`src/hw/rtl/tcpq_pkg.sv`:
```
// shared types and codes for the three-class priority queue
`timescale 1ns / 1ps

package tcpq_pkg;

  localparam int DefaultCapacity = 64;
  localparam int ClassW    = 2;
  localparam int ClientW   = 16;
  localparam int DurationW = 16;
  localparam int StatusW   = 2;
  localparam int OccW      = 7;

  localparam logic [ClassW-1:0] ClassTop = 2'd2;

  typedef enum logic {
    REQ_ENQ = 1'b0,
    REQ_DEQ = 1'b1
  } req_kind_t;

  typedef enum logic [StatusW-1:0] {
    ST_OK      = 2'd0,
    ST_EMPTY   = 2'd1,
    ST_DROPPED = 2'd2
  } status_t;

  typedef struct packed {
    logic [ClassW-1:0]    cls;
    logic [ClientW-1:0]   client;
    logic [DurationW-1:0] dur;
  } call_rec_t;

  typedef struct packed {
    logic ins;
    logic deq;
  } cell_ctrl_t;

endpackage

```
`src/hw/rtl/tcpq_cell.sv`:
```
// one slot of the sorted record chain
`timescale 1ns / 1ps

module tcpq_cell #(
  parameter int IDX     = 0,
  parameter int COUNT_W = 7
) (
  input  logic                clk,
  input  logic [COUNT_W-1:0]  count,
  input  tcpq_pkg::cell_ctrl_t ctrl,
  input  tcpq_pkg::call_rec_t new_rec,
  input  tcpq_pkg::call_rec_t left_rec,
  input  logic                left_keep,
  input  tcpq_pkg::call_rec_t right_rec,
  output tcpq_pkg::call_rec_t rec,
  output logic                keep
);
  import tcpq_pkg::*;

  logic occupied;

  // slots below the fill count hold live records
  assign occupied = (count > COUNT_W'(IDX));
  // live record of equal or higher class stays ahead of the new one
  assign keep = occupied && (rec.cls >= new_rec.cls);

  always_ff @(posedge clk) begin
    if (ctrl.deq) begin
      rec <= right_rec;
    end else if (ctrl.ins && !keep) begin
      rec <= left_keep ? new_rec : left_rec;
    end
  end

endmodule
```
`config.mk`:
```
export PLATFORM = sky130hd
export DESIGN_NAME = tcpq_cell
export DESIGN_NICKNAME = d
export VERILOG_FILES = /design/src/hw/rtl/tcpq_pkg.sv /design/src/hw/rtl/tcpq_cell.sv
export SDC_FILE = /design/constraint.sdc
export NUM_CORES = 1
export LEC_CHECK = 0
export BUFFER_PORTS_ARGS = -buffer_cell sky130_fd_sc_hd__buf_2
export CORE_AREA = 2 2 59 102
export DETAILED_ROUTE_END_ITERATION = 6
export DIE_AREA = 0 0 61 104
export PLACE_DENSITY = 0.84
export SYNTH_ARGS = -nofsm -noshare
export SYNTH_HDL_FRONTEND = slang
export SYNTH_SLANG_ARGS = --single-unit
```
`constraint.sdc`:
```
create_clock -name clk -period 2.3 [get_ports clk]
set_input_delay 0 -clock clk [delete_from_list [all_inputs] [get_ports clk]]
set_output_delay 0 -clock clk [all_outputs]
set_load 0.02 [all_outputs]
```
==> flow_metrics.tcl, run 1 <==
set metrics [dict create \
    cts_max_path_buffers 2 \
    fin_tns_setup_ps 0 \
    fp.coreArea_um2 5540 \
    required_ps 2200 \
    yosysWarnings 0 \
    fin_util 0.492 \
    grt_use_total 0.162 \
    clock_latency_ps 280 \
    yosysTopAreaCellShare 0.551 \
    crit_path_max_fanout 34 \
    grt_pass1_vias 1802 \
    cts_sinks 34 \
    crit_path_start_kind "flip-flop" \
    ys_ff_latch 34 \
    relSlewSlack 0.476 \
    skew_ps 6.76 \
    largest-register "rec" \
    finalHoldViolations 0 \
    post_cts_buffers 0 \
    critPathArrivalTime_ps 1920 \
    via_count 1798 \
    ant_nets 0 \
    hold_path_class "primary input to flip-flop" \
    powerDensity_nw_per_um2 586 \
    path_buf_inv 1 \
    dieArea_um2 6340 \
    cts_root_buf "clkbuf_8" \
    period_share 0.877 \
    slowest_delay_ps 660 \
    die_w_um 61 \
    wl_um 5020 \
    gr-total-overflow 0 \
    placed_cell_area_um2 2600 \
    grt_busiest_layer "met2" \
    synth_cells 159 \
    status "complete, no violations" \
    numCtsBuffers 5 \
    syn_avg_cell_area_um2 11.7 \
    power_leakage_nw 1.36 \
    grt_antenna_before_repair 0 \
    wl_per_cell_um 13.0 \
    synth_seq_area_share 0.551 \
    grt_max_degree 69 \
    port_buffers 147 \
    htreeDepth 2 \
    detail_route.iter0.violations 26 \
    finalSetupViolCount 0 \
    end_kind "flip-flop" \
    dr.pass1.iters 4 \
    place.gp.congestion 0.859 \
    design_area_um2 2720 \
    met3_usage 0.0336 \
    ys_types 19 \
    peakVddDrop_uv 329 \
    worst-setup-path-type "flip-flop to flip-flop" \
    period_minus_slack_ps 2020 \
    area_delta_synth_final_pct 47.0 \
    rows 36 \
    grt_util_met1 0.146 \
    worst_slew_pin_slew_ps 787 \
    grt_pass1_wl_um 7790 \
    critPathTopFamily "compound AO/OA/AOI/OAI gates" \
    drive_gt1_frac 0.505 \
    synth_top_flop_cell "edfxtp_1" \
    grt_setup_unrepaired "false" \
    synth_nets 274 \
    maxCapViolCount 0 \
    synth_top_cell_by_area "edfxtp_1" \
    fin_nets 423 \
    cts_tree "done" \
    cpMaxStageDelayCell "a311o_2" \
    synth_common_cells "edfxtp_1, mux2i_1, nand2_1" \
    synth_area_leaders "edfxtp_1, mux2i_1, o21ai_1" \
    drc 0 \
    clock.fmax_mhz 496 \
    critical_path.cell_chain "inv_1 -> ha_1 -> nand2b_1 -> a21oi_1 -> a311o_2" \
    largest_reg_flops 34 \
    dp_hpwl_um 3920 \
    diodes 0 \
    final-max-slew-violation-count 0 \
    start_util 0.334 \
    die_height_um 104 \
    synth_edf_count 34 \
    synthArstFlopShare 0 \
    vias_per_cell 4.67 \
    io_pins 148 \
    reg_top3 "rec (34)" \
    met2_usage 0.310 \
    synth_area_um2 1850 \
    clk_pin_slew_worst_paths_ps 70 \
]
==> final cells by class <==
class | count | area (um^2)
Fill cell | 537 | 2820
Timing Repair Buffer | 153 | 803
Multi-Input combinational cell | 112 | 717
Tap cell | 76 | 95.1
Clock buffer | 5 | 68.8
Inverter | 2 | 7.51
Clock inverter | 3 | 11.3
Sequential cell | 34 | 1020
==> report_power, final <==
part | internal (mW) | total [mW] | switching, mW
registers | 0.768 | 0.782 | 0.0137
clock network | 0.202 | 0.398 | 0.196
logic | 0.176 | 0.416 | 0.240
==> repair_timing <==
action                                 CTS  global route
hold buffers                             4             0
resized for setup                        0             0
endpoints found under the hold margin    4             0
==> worst register-to-register path: stages (launching register included) <==
cell and delay (ps):
edfxtp_1 380, inv_1 70, ha_1 210, nand2b_1 160
a21oi_1 160, a311o_2 660
==> cell families (layout without fill, tap and decap cells) <==
family,Yosys count,after routing,share of synthesized area
adders and majority gates,2,2,0.0135
buffers and inverters,13,163,0.0628
AOI/OAI and AO/OA,38,38,0.107
muxes,34,34,0.184
DFF,34,34,0.551
and+or+nand+nor,38,38,0.0817
==> routing by layer <==
metal	share of wire	up-vias
met5	0	-
li1	-	877
met4	0.029	0
met3	0.058	11
met2	0.57	91
met1	0.34	819
==> worst paths after layout <==
check	from	cells after the start	to	slack [ps]
min	right_rec[9]	3	rec[9]	9
max	rec[32]	5	rec[13]	280
min reg2reg	rec[33]	3	rec[32]	1480
max reg2reg	rec[32]	5	rec[13]	280
==> placed cells by master, fill, tap and decap left out <==
master / count
dlygate4sd3_1: 4
a311o_2: 1
buf_2: 147
ha_1: 2
inv_1: 2
o21ai_1: 29
buf_4: 1
edfxtp_1: 34
nand2b_1: 2
mux2i_1: 34
buf_12: 1
nand2_1: 34
o21ai_2: 1
a21oi_1: 3
nor4_1: 1
clkbuf_8: 5
nor3_1: 1
o21ai_0: 4
clkinv_1: 3
==> per-stage QoR <==
| step | instances | power, mW | setup slack, ps | hold slack (ps) |
|---|---|---|---|---|
| 2_1_floorplan | 159 | 1.03 | 368 | 191 |
| 3_3_place_gp | 373 | 1.19 | 337 | 283 |
| 3_5_place_dp | 373 | 1.21 | 294 | 283 |
| 4_1_cts | 385 | 1.62 | 280 | 0.0465 |
| 5_1_grt | 385 | 1.68 | 145 | 23.0 |
| 6_report | 385 | 1.60 | 282 | 9.09 |
(Power assumes the default switching activity.)
==> run 2: changes to the inputs <==
--- a/config.mk
+++ b/config.mk
@@ -5,7 +5,7 @@
 export SDC_FILE = /design/constraint.sdc
 export NUM_CORES = 1
 export LEC_CHECK = 0
-export BUFFER_PORTS_ARGS = -buffer_cell sky130_fd_sc_hd__buf_2
+export BUFFER_PORTS_ARGS = -buffer_cell sky130_fd_sc_hd__buf_4
 export CORE_AREA = 2 2 59 102
 export DETAILED_ROUTE_END_ITERATION = 6
 export DIE_AREA = 0 0 61 104
==> flow_metrics.tcl, run 2 (same netlist as run 1, synthesis figures left out) <==
set metrics [dict create \
    powerDensity_nw_per_um2 544 \
    start_util 0.334 \
    ctsHoldBuffers 7 \
    ctsResizeCount 0 \
    post_cts_buffers 0 \
    cts_max_path_buffers 2 \
    worst-setup-path-type "flip-flop to flip-flop" \
    cts_root_buf "clkbuf_8" \
    layoutNonFillerInstCount 386 \
    port_buffers 147 \
    power_leakage_nw 1.49 \
    crit_path_max_fanout 34 \
    cts_sinks 34 \
    skew_ps 4.56 \
    fp.coreArea_um2 5540 \
    period_minus_slack_ps 2010 \
    fin_tns_setup_ps 0 \
    grt_pass1_vias 1794 \
    rows 36 \
    maxCapViolCount 0 \
    period_share 0.872 \
    place.gp.congestion 0.880 \
    cts_tree "done" \
    dieArea_um2 6340 \
    die_w_um 61 \
    grt_setup_unrepaired "false" \
    clock_latency_ps 280 \
    detail_route.iter0.violations 59 \
    htreeDepth 2 \
    clk_pin_slew_worst_paths_ps 70 \
    crit_path_start_kind "flip-flop" \
    wl_um 5010 \
    final_cell_mix "buf_4, mux2i_1, nand2_1, edfxtp_1, o21ai_1" \
    dr.pass1.iters 3 \
    final-max-slew-violation-count 0 \
    slowest_delay_ps 650 \
    critical_path.cell_chain "inv_1 -> ha_1 -> nand2b_1 -> a21oi_1 -> a311o_2" \
    largest-register "rec" \
    holdWs_ps 10.2 \
    numCtsBuffers 5 \
    hold_path_startpoint "right_rec[16]" \
    grt_max_degree 69 \
    met3_usage 0.0398 \
    required_ps 2200 \
    grt_use_total 0.165 \
    drive_gt1_frac 0.506 \
    area_delta_synth_final_pct 67.3 \
    grt_busiest_layer "met2" \
    vias_per_cell 4.51 \
    finalSetupViolCount 0 \
    dp_hpwl_um 3810 \
    worst_slew_pin_slew_ps 777 \
    grt_pass1_wl_um 7780 \
    relSlewSlack 0.482 \
    io_pins 148 \
    grt_util_met1 0.160 \
    reg_top3 "rec (34)" \
    layout_commonest_cell "buf_4" \
    diodes 0 \
    fin_nets 425 \
    via_count 1739 \
    gr-total-overflow 0 \
    end_kind "flip-flop" \
    grt_antenna_before_repair 0 \
    hold_path_class "primary input to flip-flop" \
    largest_reg_flops 34 \
    finalPower_mw 1.69 \
    startpoint "rec[32]" \
    ant_nets 0 \
    r2r-start "rec[32]" \
    clock.fmax_mhz 499 \
    cpMaxStageDelayCell "a311o_2" \
    status "complete, no violations" \
    critPathArrivalTime_ps 1910 \
    die_height_um 104 \
    wl_per_cell_um 13.0 \
    numPlacedInstances 372 \
    finalHoldViolations 0 \
    drc 0 \
    met2_usage 0.302 \
    peakVddDrop_uv 331 \
]
[run 2: cell count changes in the layout (fill, tap and decap cells not counted)]
cell / previous run / this run
buf_12: 1 / 0
buf_2: 147 / 0
buf_4: 1 / 148
clkinv_1: 3 / 0
clkinv_2: 0 / 2
dlygate4sd3_1: 4 / 7
[run 2: worst paths after layout]
kind | to | slack [ps] | cells past startpoint
setup / recovery | rec[9] | 290 | 5
hold / removal | rec[16] | 10 | 3
setup reg to reg | rec[9] | 290 | 5
hold reg to reg | rec[5] | 1490 | 3
[run 2: cell type report]
class	instances	area, um^2
clock buffers	5	68.8
clock inverters	2	10.0
fillers	486	2440
inverters	2	7.51
multi-input cells	112	717
flip-flops and latches	34	1020
well taps	76	95.1
repair buffers	155	1180
[run 2: layer usage]
metal	up-vias	share of wire
met5	-	0
met4	0	0.031
met3	11	0.070
met2	79	0.57
met1	768	0.33
li1	881	-
[run 2: critical path, delay by kind of cell, from the launching register on]
kind                     cells  cell delay, ps
AO/OA/AOI/OAI                2             800
adder cells (fa/ha/maj)      1             210
buffers and inverters        1              70
flip-flops                   1             380
AND/OR/NAND/NOR              1             150
[run 2: through the flow]
stage | utilization | area [um^2] | setup slack, ps
2_1_floorplan | - | 1850 | 368
3_3_place_gp | 0.533 | 2950 | 341
3_5_place_dp | 0.533 | 2950 | 276
4_1_cts | 0.560 | 3100 | 266
5_1_grt | 0.560 | 3100 | 132
6_report | 0.560 | 3100 | 295
[run 2: power breakdown]
part	switching [mW]	internal, mW	leakage, nW	total [mW]
Clock	0.196	0.203	0.0438	0.399
Combinational	0.236	0.264	1.10	0.501
Sequential	0.0172	0.768	0.344	0.785
